File: src/cut_timestamp_rebaser_top_macros.svh
// Assertion macros shared by the timestamp rebaser modules.
// Each macro expects clk and arst_n in the scope where it is used.
`ifndef CUT_TIMESTAMP_REBASER_TOP_MACROS_SVH
`define CUT_TIMESTAMP_REBASER_TOP_MACROS_SVH

`ifndef SYNTHESIS
`define CTR_ASSERT_IMP(lbl, ante, cons, msg) \
	lbl: assert property (@(posedge clk) disable iff (!arst_n) (ante) |-> (cons)) \
		else $error(msg);
`define CTR_ASSERT_NXT(lbl, ante, cons, msg) \
	lbl: assert property (@(posedge clk) disable iff (!arst_n) (ante) |=> (cons)) \
		else $error(msg);
`else
`define CTR_ASSERT_IMP(lbl, ante, cons, msg)
`define CTR_ASSERT_NXT(lbl, ante, cons, msg)
`endif

`endif

File: src/ctr_pkg.sv
// Types and constants for the cut recording timestamp rebaser.
// No dependencies; the interfaces and the decide, format and top modules import it.
`timescale 1ns / 1ps

package ctr_pkg;

	localparam int MAX_STREAMS_DEF = 16;

	localparam int SID_W   = 8;
	localparam int CNT_W   = 5;
	localparam int IN_TS_W = 40;
	localparam int TS_W    = 48;
	localparam int SPAN_W  = 24;
	localparam int FRAME_W = 31;
	localparam int ACT_W   = 2;

	localparam logic [CNT_W-1:0] STREAM_COUNT_RST = CNT_W'(16);

	// decode time rollover of the 33-bit transport clock
	localparam int              WRAP_BIT  = 33;
	localparam logic [TS_W-1:0] WRAP_STEP = TS_W'(64'h2_0000_0000);

	typedef enum logic [ACT_W-1:0] {
		ACT_WRITE  = 2'd0,
		ACT_DROP   = 2'd1,
		ACT_IGNORE = 2'd2,
		ACT_ERROR  = 2'd3
	} action_t;

	// one entry of the per-stream table
	typedef struct packed {
		logic [TS_W-1:0] last_decode;
		logic [TS_W-1:0] wrap;
	} tbl_entry_t;

	// decision handed from the decide stage to the output stage
	typedef struct packed {
		action_t            action;
		logic [IN_TS_W-1:0] pts;
		logic [IN_TS_W-1:0] dts;
		logic [TS_W-1:0]    wrap;
		logic [TS_W-1:0]    cut;
	} dec_t;

endpackage

File: src/ctr_in_if.sv
// Packet descriptor channel: valid/ready handshake plus descriptor fields.
// Depends on ctr_pkg.
`timescale 1ns / 1ps

interface ctr_in_if import ctr_pkg::*; ();
	logic               valid;
	logic               ready;
	logic [SID_W-1:0]   stream_id;
	logic               has_dts;
	logic [IN_TS_W-1:0] decode_time;
	logic [IN_TS_W-1:0] present_time;
	logic [SPAN_W-1:0]  span;
	logic [FRAME_W-1:0] frame_no;
	logic               is_video;

	modport source (
		output valid, stream_id, has_dts, decode_time, present_time, span, frame_no,
			is_video,
		input  ready
	);
	modport sink (
		input  valid, stream_id, has_dts, decode_time, present_time, span, frame_no,
			is_video,
		output ready
	);
endinterface

File: src/ctr_out_if.sv
// Result channel: valid/ready handshake plus action and rebased timestamps.
// Depends on ctr_pkg.
`timescale 1ns / 1ps

interface ctr_out_if import ctr_pkg::*; ();
	logic                   valid;
	logic                   ready;
	logic [ACT_W-1:0]       action;
	logic signed [TS_W-1:0] new_present_time;
	logic signed [TS_W-1:0] new_decode_time;

	modport source (
		output valid, action, new_present_time, new_decode_time,
		input  ready
	);
	modport sink (
		input  valid, action, new_present_time, new_decode_time,
		output ready
	);
endinterface

File: src/ctr_ram.sv
// Generic single write port, single read port RAM with registered read.
// Depends on ctr_pkg only by convention; no types used.
`timescale 1ns / 1ps

module ctr_ram #(
	parameter int WIDTH = 8,
	parameter int DEPTH = 16,
	localparam int AW = (DEPTH > 1) ? $clog2(DEPTH) : 1
) (
	input  logic             clk,
	input  logic             wr_en,
	input  logic [AW-1:0]    wr_addr,
	input  logic [WIDTH-1:0] wr_data,
	input  logic             rd_en,
	input  logic [AW-1:0]    rd_addr,
	output logic [WIDTH-1:0] rd_data
);

	logic [WIDTH-1:0] mem_q [DEPTH];

	always_ff @(posedge clk) begin
		if (wr_en) begin
			mem_q[wr_addr] <= wr_data;
		end
		if (rd_en) begin
			rd_data <= mem_q[rd_addr];
		end
	end

endmodule

File: src/ctr_decide.sv
// Decide stage: input register, per-stream table, cut and wrap bookkeeping.
// Depends on ctr_pkg, ctr_in_if, ctr_ram and the assertion macros.
`timescale 1ns / 1ps
`include "cut_timestamp_rebaser_top_macros.svh"

module ctr_decide import ctr_pkg::*; #(
	parameter int MAX_STREAMS = MAX_STREAMS_DEF
) (
	input  logic             clk,
	input  logic             arst_n,
	input  logic [CNT_W-1:0] stream_count,
	ctr_in_if.sink           pkt,
	output logic             dec_valid,
	input  logic             dec_ready,
	output dec_t             dec
);

	localparam int IDX_W = (MAX_STREAMS > 1) ? $clog2(MAX_STREAMS) : 1;
	localparam logic [SID_W-1:0] MAX_SID = SID_W'(MAX_STREAMS);

	// stage 1: accepted descriptor
	logic               s1_valid;
	logic [SID_W-1:0]   sid_s1;
	logic               has_dts_s1;
	logic [IN_TS_W-1:0] dts_s1;
	logic [IN_TS_W-1:0] pts_s1;
	logic [SPAN_W-1:0]  span_s1;
	logic [FRAME_W-1:0] frame_s1;
	logic               video_s1;
	logic               fwd_s1;
	tbl_entry_t         fwd_data_s1;

	// stage 2: decision
	logic s2_valid;
	dec_t dec_s2;

	// global state
	logic [TS_W-1:0]        cut_q;
	logic [TS_W-1:0]        start_q;
	logic [FRAME_W-1:0]     last_frame_q;
	logic [MAX_STREAMS-1:0] vld_q;

	logic               pkt_acc;
	logic               s1_adv;
	logic               upd;
	logic [SID_W-1:0]   cnt_ext;
	logic [SID_W-1:0]   limit;
	logic [IDX_W-1:0]   idx_s1;
	logic [IDX_W-1:0]   pkt_idx;
	tbl_entry_t         ram_rd;
	tbl_entry_t         entry;
	tbl_entry_t         wr_data;
	logic               wr_en;
	logic [TS_W-1:0]    ld;
	logic [TS_W-1:0]    wo;
	logic [TS_W-1:0]    wo2;
	logic [TS_W-1:0]    dts48;
	logic [TS_W-1:0]    pts48;
	logic [TS_W-1:0]    span48;
	logic [TS_W-1:0]    cut2;
	logic [FRAME_W:0]   lf_inc;
	logic               ignore;
	logic               err;
	logic               not_inc;
	logic               wrap_ok;
	logic               drop_wrap;
	logic               newcut;
	logic               early;
	logic               pass;
	action_t            act;

	assign pkt_acc = pkt.valid && pkt.ready;
	assign s1_adv  = s1_valid && (!s2_valid || dec_ready);
	assign pkt.ready = !s1_valid || s1_adv;
	assign pkt_idx = pkt.stream_id[IDX_W-1:0];
	assign idx_s1  = sid_s1[IDX_W-1:0];

	ctr_ram #(
		.WIDTH($bits(tbl_entry_t)),
		.DEPTH(MAX_STREAMS)
	) u_tbl (
		.clk     (clk),
		.wr_en   (wr_en),
		.wr_addr (idx_s1),
		.wr_data (wr_data),
		.rd_en   (pkt_acc),
		.rd_addr (pkt_idx),
		.rd_data (ram_rd)
	);

	always_comb begin
		cnt_ext = SID_W'(stream_count);
		limit   = (cnt_ext < MAX_SID) ? cnt_ext : MAX_SID;

		// take the entry written at the accepting edge, else the valid table entry, else zero
		if (fwd_s1) begin
			entry = fwd_data_s1;
		end else if (vld_q[idx_s1]) begin
			entry = ram_rd;
		end else begin
			entry = '0;
		end
		ld = entry.last_decode;
		wo = entry.wrap;

		dts48  = TS_W'(dts_s1);
		pts48  = TS_W'(pts_s1);
		span48 = TS_W'(span_s1);

		ignore    = sid_s1 >= limit;
		err       = !has_dts_s1 || (pts_s1 < dts_s1);
		not_inc   = !($signed(ld) < $signed(dts48));
		wrap_ok   = !ld[WRAP_BIT] && dts48[WRAP_BIT];
		drop_wrap = not_inc && !wrap_ok;
		wo2       = not_inc ? wo + WRAP_STEP : wo;

		lf_inc = {1'b0, last_frame_q} + (FRAME_W+1)'(1);
		newcut = video_s1 && ({1'b0, frame_s1} > lf_inc);
		// an empty table entry makes the cut step zero
		if (newcut && (ld != '0)) begin
			cut2 = cut_q + dts48 - ld - span48;
		end else begin
			cut2 = cut_q;
		end
		early = !newcut && ($signed(pts48) < $signed(start_q));

		pass = !ignore && !err && !drop_wrap;

		priority if (ignore) begin
			act = ACT_IGNORE;
		end else if (err) begin
			act = ACT_ERROR;
		end else if (drop_wrap || early) begin
			act = ACT_DROP;
		end else begin
			act = ACT_WRITE;
		end

		upd     = s1_adv && pass;
		wr_en   = upd;
		wr_data = '{last_decode: dts48 - wo2, wrap: wo2};
	end

	always_ff @(posedge clk or negedge arst_n) begin
		if (!arst_n) begin
			s1_valid <= 1'b0;
		end else if (pkt_acc) begin
			s1_valid <= 1'b1;
		end else if (s1_adv) begin
			s1_valid <= 1'b0;
		end
	end

	always_ff @(posedge clk) begin
		if (pkt_acc) begin
			sid_s1      <= pkt.stream_id;
			has_dts_s1  <= pkt.has_dts;
			dts_s1      <= pkt.decode_time;
			pts_s1      <= pkt.present_time;
			span_s1     <= pkt.span;
			frame_s1    <= pkt.frame_no;
			video_s1    <= pkt.is_video;
			fwd_s1      <= wr_en && (idx_s1 == pkt_idx);
			fwd_data_s1 <= wr_data;
		end
	end

	always_ff @(posedge clk or negedge arst_n) begin
		if (!arst_n) begin
			cut_q        <= '0;
			start_q      <= '0;
			last_frame_q <= '0;
			vld_q        <= '0;
		end else if (upd) begin
			last_frame_q  <= frame_s1;
			vld_q[idx_s1] <= 1'b1;
			if (newcut) begin
				cut_q   <= cut2;
				start_q <= pts48;
			end
		end
	end

	always_ff @(posedge clk or negedge arst_n) begin
		if (!arst_n) begin
			s2_valid <= 1'b0;
		end else if (s1_adv) begin
			s2_valid <= 1'b1;
		end else if (dec_ready) begin
			s2_valid <= 1'b0;
		end
	end

	always_ff @(posedge clk) begin
		if (s1_adv) begin
			dec_s2 <= '{action: act, pts: pts_s1, dts: dts_s1, wrap: wo2, cut: cut2};
		end
	end

	assign dec_valid = s2_valid;
	assign dec       = dec_s2;

	`CTR_ASSERT_IMP(a_no_wr_reject, s1_valid && (ignore || err), !wr_en, "rejected item wrote table")
	`CTR_ASSERT_NXT(a_vld_set, wr_en, vld_q[$past(idx_s1)], "table write left entry invalid")
	`CTR_ASSERT_NXT(a_cut_hold, !(upd && newcut), $stable(cut_q) && $stable(start_q), "cut moved")
	`CTR_ASSERT_NXT(a_fwd_src, pkt_acc && !wr_en, !fwd_s1, "bypass set without a table write")

endmodule

File: src/ctr_format.sv
// Output stage: applies cut and wrap offsets to write results, zeroes the times of
// other actions and holds the result register. Depends on ctr_pkg, ctr_out_if and the assertion macros.
`timescale 1ns / 1ps
`include "cut_timestamp_rebaser_top_macros.svh"

module ctr_format import ctr_pkg::*; (
	input  logic clk,
	input  logic arst_n,
	input  logic dec_valid,
	output logic dec_ready,
	input  dec_t dec,
	ctr_out_if.source res
);

	logic            out_valid_q;
	action_t         action_q;
	logic [TS_W-1:0] pts_q;
	logic [TS_W-1:0] dts_q;
	logic [TS_W-1:0] pts_new;
	logic [TS_W-1:0] dts_new;
	logic            dec_xfer;

	assign dec_ready = !out_valid_q || res.ready;
	assign dec_xfer  = dec_valid && dec_ready;

	always_comb begin
		if (dec.action == ACT_WRITE) begin
			pts_new = TS_W'(dec.pts) - dec.cut + dec.wrap;
			dts_new = TS_W'(dec.dts) - dec.cut + dec.wrap;
		end else begin
			pts_new = '0;
			dts_new = '0;
		end
	end

	always_ff @(posedge clk or negedge arst_n) begin
		if (!arst_n) begin
			out_valid_q <= 1'b0;
		end else if (dec_xfer) begin
			out_valid_q <= 1'b1;
		end else if (res.ready) begin
			out_valid_q <= 1'b0;
		end
	end

	always_ff @(posedge clk) begin
		if (dec_xfer) begin
			action_q <= dec.action;
			pts_q    <= pts_new;
			dts_q    <= dts_new;
		end
	end

	assign res.valid            = out_valid_q;
	assign res.action           = action_q;
	assign res.new_present_time = $signed(pts_q);
	assign res.new_decode_time  = $signed(dts_q);

	`CTR_ASSERT_NXT(a_out_load, dec_xfer, out_valid_q, "transfer into result register lost")
	`CTR_ASSERT_IMP(a_zero_times, out_valid_q && (action_q != ACT_WRITE), (pts_q == '0) && (dts_q == '0), "non-write result carries times")
	`CTR_ASSERT_NXT(a_res_hold, out_valid_q && !res.ready, out_valid_q && $stable(action_q) && $stable(pts_q) && $stable(dts_q), "waiting result changed")

endmodule

File: src/cut_timestamp_rebaser_top.sv
// Cut recording timestamp rebaser: top level with the stream count register.
// Depends on ctr_pkg, ctr_in_if, ctr_out_if, ctr_decide and ctr_format.
`timescale 1ns / 1ps

// One result per packet descriptor, one descriptor per cycle sustained while
// the receiver takes results: the per-stream table is a RAM read at the
// accepting edge and written when the item leaves the input register, with
// a bypass for back-to-back hits on the same stream. An item passes three
// registers in order (input, decision, result). The input stalls only while
// the receiver holds off and every stage behind the result register is full.
// The stream count register resets to 16 and should only be written while no
// item is in flight.
module cut_timestamp_rebaser_top import ctr_pkg::*; #(
	parameter int MAX_STREAMS = MAX_STREAMS_DEF
) (
	input  logic             clk,
	input  logic             arst_n,
	input  logic             cfg_wr_en,
	input  logic [CNT_W-1:0] cfg_wr_data,
	ctr_in_if.sink           pkt,
	ctr_out_if.source        res
);

	logic [CNT_W-1:0] stream_count_q;
	logic             dec_valid;
	logic             dec_ready;
	dec_t             dec;

	always_ff @(posedge clk or negedge arst_n) begin
		if (!arst_n) begin
			stream_count_q <= STREAM_COUNT_RST;
		end else if (cfg_wr_en) begin
			stream_count_q <= cfg_wr_data;
		end
	end

	ctr_decide #(
		.MAX_STREAMS(MAX_STREAMS)
	) u_decide (
		.clk          (clk),
		.arst_n       (arst_n),
		.stream_count (stream_count_q),
		.pkt          (pkt),
		.dec_valid    (dec_valid),
		.dec_ready    (dec_ready),
		.dec          (dec)
	);

	ctr_format u_format (
		.clk       (clk),
		.arst_n    (arst_n),
		.dec_valid (dec_valid),
		.dec_ready (dec_ready),
		.dec       (dec),
		.res       (res)
	);

endmodule
File: src/flat_wrapper.sv
// flat-port wrapper written by rule: the top's interface ports become plain ports
module cut_timestamp_rebaser_top_flat import ctr_pkg::*;
#(
	parameter int MAX_STREAMS = MAX_STREAMS_DEF
)
  (clk, arst_n, cfg_wr_en, cfg_wr_data, pkt_valid, pkt_stream_id, pkt_has_dts, pkt_decode_time, pkt_present_time, pkt_span, pkt_frame_no, pkt_is_video, pkt_ready, res_valid, res_action, res_new_present_time, res_new_decode_time, res_ready);
  ctr_in_if pkt_i ();
  ctr_out_if res_i ();
  input  logic clk;
  input  logic arst_n;
  input  logic cfg_wr_en;
  input  logic [CNT_W-1:0] cfg_wr_data;
  input wire logic [$bits(pkt_i.valid)-1:0] pkt_valid;
  input wire logic [$bits(pkt_i.stream_id)-1:0] pkt_stream_id;
  input wire logic [$bits(pkt_i.has_dts)-1:0] pkt_has_dts;
  input wire logic [$bits(pkt_i.decode_time)-1:0] pkt_decode_time;
  input wire logic [$bits(pkt_i.present_time)-1:0] pkt_present_time;
  input wire logic [$bits(pkt_i.span)-1:0] pkt_span;
  input wire logic [$bits(pkt_i.frame_no)-1:0] pkt_frame_no;
  input wire logic [$bits(pkt_i.is_video)-1:0] pkt_is_video;
  output wire logic [$bits(pkt_i.ready)-1:0] pkt_ready;
  output wire logic [$bits(res_i.valid)-1:0] res_valid;
  output wire logic [$bits(res_i.action)-1:0] res_action;
  output wire logic [$bits(res_i.new_present_time)-1:0] res_new_present_time;
  output wire logic [$bits(res_i.new_decode_time)-1:0] res_new_decode_time;
  input wire logic [$bits(res_i.ready)-1:0] res_ready;
  assign pkt_i.valid = pkt_valid;
  assign pkt_i.stream_id = pkt_stream_id;
  assign pkt_i.has_dts = pkt_has_dts;
  assign pkt_i.decode_time = pkt_decode_time;
  assign pkt_i.present_time = pkt_present_time;
  assign pkt_i.span = pkt_span;
  assign pkt_i.frame_no = pkt_frame_no;
  assign pkt_i.is_video = pkt_is_video;
  assign pkt_ready = pkt_i.ready;
  assign res_valid = res_i.valid;
  assign res_action = res_i.action;
  assign res_new_present_time = res_i.new_present_time;
  assign res_new_decode_time = res_i.new_decode_time;
  assign res_i.ready = res_ready;
  cut_timestamp_rebaser_top #(.MAX_STREAMS(MAX_STREAMS)) u_core (.clk(clk), .arst_n(arst_n), .cfg_wr_en(cfg_wr_en), .cfg_wr_data(cfg_wr_data), .pkt(pkt_i), .res(res_i));
endmodule
File: config.mk
export PLATFORM = sky130hd
export DESIGN_NAME = cut_timestamp_rebaser_top_flat
export DESIGN_NICKNAME = d
export VERILOG_FILES = /design/src/ctr_pkg.sv /design/src/ctr_in_if.sv /design/src/ctr_out_if.sv /design/src/ctr_ram.sv /design/src/ctr_decide.sv /design/src/ctr_format.sv /design/src/cut_timestamp_rebaser_top.sv /design/src/flat_wrapper.sv
export VERILOG_INCLUDE_DIRS = /design/src /design/src/src
export SDC_FILE = /design/constraint.sdc
export NUM_CORES = 2
export LEC_CHECK = 0
export ABC_AREA = 0
export BUFFER_PORTS_ARGS = -buffer_cell sky130_fd_sc_hd__buf_2
export CAP_MARGIN = 20
export CORE_ASPECT_RATIO = 0.8
export CORE_MARGIN = 4
export CORE_UTILIZATION = 63
export CTS_CLUSTER_DIAMETER = 30
export DETAILED_ROUTE_END_ITERATION = 12
export PLACE_DENSITY_LB_ADDON = 0.15
export SYNTH_ARGS = -nofsm -noshare
export SYNTH_HDL_FRONTEND = slang
export SYNTH_SLANG_ARGS = --single-unit
export TNS_END_PERCENT = 50
File: constraint.sdc
create_clock -name clk -period 17.55 [get_ports clk]
set_clock_uncertainty 0.2 [all_clocks]
set_input_delay 2.6325 -clock clk [delete_from_list [all_inputs] [get_ports clk]]
set_output_delay 2.6325 -clock clk [all_outputs]
set_load 0.05 [all_outputs]
[Word-level counts from Yosys, hierarchy flattened]
Memory sizes are Yosys's and may differ from the RTL's. A register that Yosys moved wholly into a read port is not among the register bits.
Cells that the tools add are included.
Word-level totals
  logic and storage cells: 103
  memories: 1
  output and inout port bits: 100
  memory bits (writable): 1536
  bits in registers: 661
  input port bits: 155
Operators by class
  reductions and logical operators: 36
  multiplexer cells: 19
  bitwise operators: 1
  $lt $le $gt $ge: 8
  equality and inequality tests: 1
  add/subtract/negate cells: 10
Memories
  u_core.u_decide.u_tbl.mem_q: depth 16, width 96, rd ports 1, clocked after Yosys merged registers in 1, wr ports 1, RTL line ctr_ram.sv:19  | logic [WIDTH-1:0] mem_q [DEPTH];
Operators with widths (number)
  $mux W96: 2
  $sub A40 B48 Y48: 3
  $add A48 B48 Y48: 2
  $mux W48: 2
  $lt A40 B40 Y1: 2
  $add A48 B34 Y48 const B: 1
  $add A48 B40 Y48: 1
  $lt A48 B41 Y1: 1
  $reduce_bool A48 Y1: 1
  $sub A48 B24 Y48: 1
  $sub A48 B48 Y48: 1
  $add A31 B1 Y32 const B: 1
  $gt A31 B32 Y1: 1
  $or A16 B16 Y16: 1
  $logic_and A1 B1 Y1: 13
  $mux W1: 12
  $logic_not A1 Y1: 11
  $ge A8 B5 Y1: 1
  $reduce_bool A2 Y1: 3
  $logic_or A1 B1 Y1: 5
  $lt A4 B5 Y1 const B: 1
  $lt A5 B5 Y1 const B: 1
  $mux W5: 1
  $bmux W1 S4: 1
  other kinds (6): 6

[Longest topological paths before layout]
  word-level depth: 13
  gate-level depth with buffers: 26
  mapped depth without buffers: 24

[By module]
Synthesis repeated with hierarchy kept, for this count alone.
Second synthesis, totals
  cells, all modules: 6566
  area total of the unflattened synthesis: 104039.8 um2
Modules (own cells, without submodules)
  ctr_ram: seq. area each 49007.0 um2, area each 60315.3 um2, cells each 2460, instances 1
  ctr_decide: seq. area each 16040.4 um2, area each 32003.2 um2, cells each 2736, instances 1
  ctr_format: seq. area each 2967.8 um2, area each 11538.6 um2, cells each 1360, instances 1
  cut_timestamp_rebaser_top: seq. area each 126.4 um2, area each 182.7 um2, cells each 10, instances 1

[Worst setup path before layout]
Ideal clock, no wire load.
  kind: input to register
  start point: input res_ready
  end point: register u_core.u_decide.vld_q[0]
  required time: 17.228 ns
  data arrival time: 17.617 ns
  cell stages on the path: 7
  setup slack: -0.389 ns
  path buffers: 1
  setup time: 0.122 ns
  cell sequence: nor2b_1 > nand2_1 > and2_1 > nand4_1 > clkbuf_1 > nor4_1 > or2_2
Between the ends
  word-level cells in the longest chain between the ends: 4
Ends and longest elaborated chain
  start, declared: RTL line flat_wrapper.sv:26  | input wire logic [$bits(res_i.ready)-1:0] res_ready;
  $logic_or A1 B1 Y1: RTL line ctr_format.sv:23  | assign dec_ready = !out_valid_q || res.ready;
  $logic_or A1 B1 Y1: RTL line ctr_decide.sv:73  | assign s1_adv = s1_valid && (!s2_valid || dec_ready);
  $logic_and A1 B1 Y1: RTL line ctr_decide.sv:73
  net u_core.u_decide.s1_adv: RTL line ctr_decide.sv:44  | logic s1_adv;
  $logic_and A1 B1 Y1: RTL line ctr_decide.sv:139  | upd = s1_adv && pass;
  end signal, assigned: RTL line ctr_decide.sv:173  | vld_q <= '0;
  end signal, assigned by index: RTL line ctr_decide.sv:176  | vld_q[idx_s1] <= 1'b1;
  end, declared: RTL line ctr_decide.sv:41  | logic [MAX_STREAMS-1:0] vld_q;
The timed path passes the listed nets, and every way through them passes these cells.
A chain may end at the register's enable or synchronous reset.

[Final worst setup path]
  start point: register u_core.u_decide.sid_s1[1]
  end point: memory u_core.u_decide.u_tbl.mem_q[7][95] (netlist name) (data pin)
Between the ends
  word-level cells in the longest chain between the ends: 7
  elaborated cells between the ends (all ways): 8
  classes of those cells: 2 x add/sub; 1 x order compare; 5 x mux
Ends and longest elaborated chain
  start, declared: RTL line ctr_decide.sv:23  | logic [SID_W-1:0] sid_s1;
  start signal, assigned: RTL line ctr_decide.sv:156  | sid_s1 <= pkt.stream_id;
  $bmux W1 S4 (*): RTL line ctr_decide.sv:98  | end else if (vld_q[idx_s1]) begin
  $mux W1 (not written as such) (*): RTL line ctr_decide.sv:98
  $mux W96 (*): RTL line ctr_decide.sv:98
  $mux W96 (*): RTL line ctr_decide.sv:96  | if (fwd_s1) begin
  $add A48 B34 Y48 or $lt A48 B41 Y1 (tied branches): RTL line ctr_decide.sv:115, ctr_decide.sv:112
  $mux W48 (*): RTL line ctr_decide.sv:115  | wo2 = not_inc ? wo + WRAP_STEP : wo;
  net u_core.u_decide.u_tbl.wr_data[38]: RTL line ctr_ram.sv:13  | input logic [WIDTH-1:0] wr_data,
  $sub A40 B48 Y48 (*): RTL line ctr_decide.sv:141  | wr_data = '{last_decode: dts48 - wo2, wrap: wo2};
  net u_core.u_decide.u_tbl.wr_data[95]: RTL line ctr_ram.sv:13
  end, declared: RTL line ctr_ram.sv:19
Mark *: on every way through the listed nets, which the timed path passes. The rest lies on a longest branch. The select of a mux whose other input is x is not followed.

==> flow_summary_export.csv <==
group,metric,value,unit
outcome,status,"finished, final reports clean",
synth,ys.flop_type,"edfxtp_1",
setup_path,slowest_stage,"mux4_4",
floorplan,core-area,161700,um2
setup_path,cp-end-kind,"register",
synth,netlist_area,102400,um2
floorplan,core.rowCount,132,
timing,period_share,52.96,%
setup_path,criticalPathCategory,"reg2reg",
drt,ant_nets,0,
pwr,ir_drop,123.6,uV
synth,synth_cells,6239,
placement,placed_cell_area,106700,um2
synth,synth_common_cells,"2150 x edfxtp_1, 571 x inv_1, 517 x nand2_1, 484 x mux4_2, 366 x ha_1",
drt,finalWirelength,281400,um
setup_path,crit_required,17.99,ns
floorplan,start_util,63.30,%
floorplan,dieArea,169000,um2
cts,cts_root_buf,"clkbuf_16",
timing,setup_slack,8.256,ns
synth,ys_top_cells_by_area,"edfxtp_1 63%, mux4_2 11%, ha_1 4.5%",
synth,yosys.area.top_type,"edfxtp_1",
global_route,grt_pass1_vias,59966,
synth,synth.avg_cell_area,16.41,um2
setup_path,crit_top_cell,"buf_4",
global_route,track_usage,33.60,%
placement,place.gp.congestion,0.9527,
synth,syn_nets,6905,
synth,async_flop_share,6.236,%
setup_path,crit_fanout,58,
synth,synth_seq_area_share,66.58,%
floorplan,io_pins,255,
flow_run,timing.max_cap.violations,0,
cts,ctsResizeCount,0,
global_route,grt_pass1_wl,410700,um
synth,synth_cell_type_count,85,
global_route,grt_overflow,0,
global_route,grt_start_max_net_pins,160,
drt,dr.pass1.iters,8,
pwr,leakage,0.04495,uW
floorplan,die_x,458.6,um
cts,cts_setup_buffers,0,
finish,area_growth,16.83,%
setup_path,cp_slowest_stage_delay,0.92,ns
synth,synth_top_area_share,63.08,%
finish,postLayoutCellArea,119600,um2
finish,final.fill_count,9133,
placement,portBuffers,254,
synth,synth_seq_cells,2293,
timing,setup_viol,0,
synth,synth_edf_count,2150,
global_route,antenna_found_initial,18,
synth,yosys_warnings,0,
timing,hold_viol,0,
drt,via_count,59808,
floorplan,die_h,368.5,um
cts,cts_tree,"yes",
cts,cts_buffers,371,
cts,path_clk_slew,0.05,ns
timing,worst_slew_pin_slew,1.190,ns
cts,hold_buffers,0,
setup_path,startpoint_type,"register",
setup_path,path_cells,"mux4_1 > mux4_4 > buf_4 > nand2_1 > o21ai_0 > ha_1 > nand4_1 > nor4_1 > a21oi_1 > a311oi_1 > a2111o_1 > o21ai_4 > or3_1 > xor2_1 > buf_4 > inv_1 > ha_1 > nand2_1 > a2111oi_2 > o31ai_2 > a211oi_1 > xnor2_1 > buf_4",
timing,final_max_slew_viol_count,0,
timing,fin_crit,9.294,ns
drt,post-route-drc-count,0,
pwr,p_per_area,137.8,nW/um2
drt,routedWlPerCell,30.44,um
cts,h-tree-depth,5,
synth,post-synth-top-count-cell,"edfxtp_1",
timing,fmax,107.6,MHz
cts,insertion_delay,0.96,ns
finish,stdcell_count,9243,
placement,dp.cells,8542,
cts,clkSinkCount,2293,
finish,layout-drive-gt1-share,22.96,%
timing,setup_tns,0,ns
cts,clock_path_buffers,4,
hold_path,hold_path_class,"reg2reg",
drt,detail_route.iter0.violations,8905,
timing,maxSlewHeadroom,20.26,%
drt,vias_per_cell,6.471,
timing,rsz0062_at_grt,"no",
finish,nNetsFinal,7466,
setup_path,worstPathArrival,9.74,ns
placement,dp_hpwl,159500,um
placement,place_ws,7.941,ns
final timing paths:
check,start,to,slack [ns],cells after the start
worst min-delay path,u_core.u_decide.vld_q[0],u_core.u_decide.vld_q[0],0.26,1
max in group asynchronous,arst_n,u_core.u_decide.vld_q[0],13.78,3
worst max register to register,u_core.u_decide.sid_s1[1],u_core.u_decide.u_tbl.mem_q[7][95],8.26,23
worst max-delay path,u_core.u_decide.sid_s1[1],u_core.u_decide.u_tbl.mem_q[7][95],8.26,23
min in group asynchronous,arst_n,u_core.u_decide.last_frame_q[0],1.46,1
worst min register to register,u_core.u_decide.vld_q[0],u_core.u_decide.vld_q[0],0.26,1
cell usage in the layout (no fill, tap or decap), types with 65 or more instances in the layout:
cell | netlist | routed
edfxtp_1 | 2150 | 2150
inv_1 | 571 | 571
nand2_1 | 517 | 517
mux4_2 | 484 | 483
clkbuf_16 | 0 | 377
ha_1 | 366 | 366
buf_2 | 12 | 249
o21ai_0 | 207 | 206
a21oi_1 | 206 | 205
nor2_1 | 193 | 193
fa_1 | 145 | 145
a21o_1 | 142 | 142
dfrtp_1 | 142 | 142
xnor2_1 | 124 | 108
buf_4 | 1 | 102
xor2_1 | 86 | 84
o21a_1 | 75 | 75
mux2_2 | 65 | 65
through the flow:
step                hold slack [ns]  utilization, %  power (uW)
floorplan                    0.2300               -        8351
global placement             0.2403           65.95        9038
detailed placement           0.2453           65.98        9084
CTS                          0.2646           73.74       16460
global route                 0.2841           73.94       17080
finish                       0.2608           73.96       16480
critical path, delay by kind of cell, from the launching register on:
family	cells	cell delay, ns
xor gates and xnor gates	2	0.57
muxes	2	1.56
adders and majority gates	2	0.82
DFF	1	0.79
and+or+nand+nor	5	1.33
AOI/OAI and AO/OA	8	2.65
buffers and inverters	4	1.05
area by class of cell:
class | instances | area [um2] | share of cell area (%)
Clock buffer | 406 | 9593 | 8.022
Multi-Input combinational cell | 3182 | 31560 | 26.39
Clock inverter | 257 | 2950 | 2.467
Timing Repair Buffer | 381 | 2487 | 2.080
Sequential cell | 2293 | 68140 | 56.99
Inverter | 571 | 2143 | 1.792
Tap cell | 2144 | 2683 | 2.243
Antenna cell | 9 | 22.52 | 0.01883
power breakdown:
group / internal, uW / total (uW) / switching, uW
registers: 6320 / 6470 / 154
clock network: 4680 / 7370 / 2700
logic: 1010 / 2630 / 1620
total: 12000 / 16500 / 4470
flip-flops by register name (all words and copies together), names as in the netlist, 8 cells and up:
register and flops:
u_core.u_decide.cut_q 48, u_core.u_decide.dec 178, u_core.u_decide.dts_s1 40, u_core.u_decide.frame_s1 31, u_core.u_decide.fwd_data_s1 96, u_core.u_decide.last_frame_q 31, u_core.u_decide.pts_s1 40, u_core.u_decide.sid_s1 8
u_core.u_decide.span_s1 24, u_core.u_decide.start_q 40, u_core.u_decide.u_tbl.mem_q 1536, u_core.u_decide.u_tbl.rd_data 96, u_core.u_decide.vld_q 16, u_core.u_format.res.new_decode_time 48, u_core.u_format.res.new_present_time 48
cell families (layout without fill, tap and decap cells):
| family | after synthesis | after routing | synth area share, % |
|---|---|---|---|
| muxes | 559 | 559 | 11.48 |
| buffers and inverters | 764 | 1615 | 2.835 |
| and+or+nand+nor | 1087 | 1087 | 4.847 |
| other | 0 | 9 | 0 |
| DFF | 2293 | 2293 | 66.58 |
| xor gates and xnor gates | 210 | 210 | 1.797 |
| AOI/OAI and AO/OA | 813 | 813 | 5.129 |
| adders and majority gates | 513 | 513 | 7.331 |
routing by layer:
metal | routed length, um | up-vias | GRT usage (%)
li1 | - | 24999 | -
met4 | 8704 | 0 | 9.909
met5 | 0 | - | 0
met1 | 109100 | 30246 | 48.80
met2 | 128500 | 3941 | 50.77
met3 | 35120 | 622 | 9.286
(Power assumes the default switching activity.)
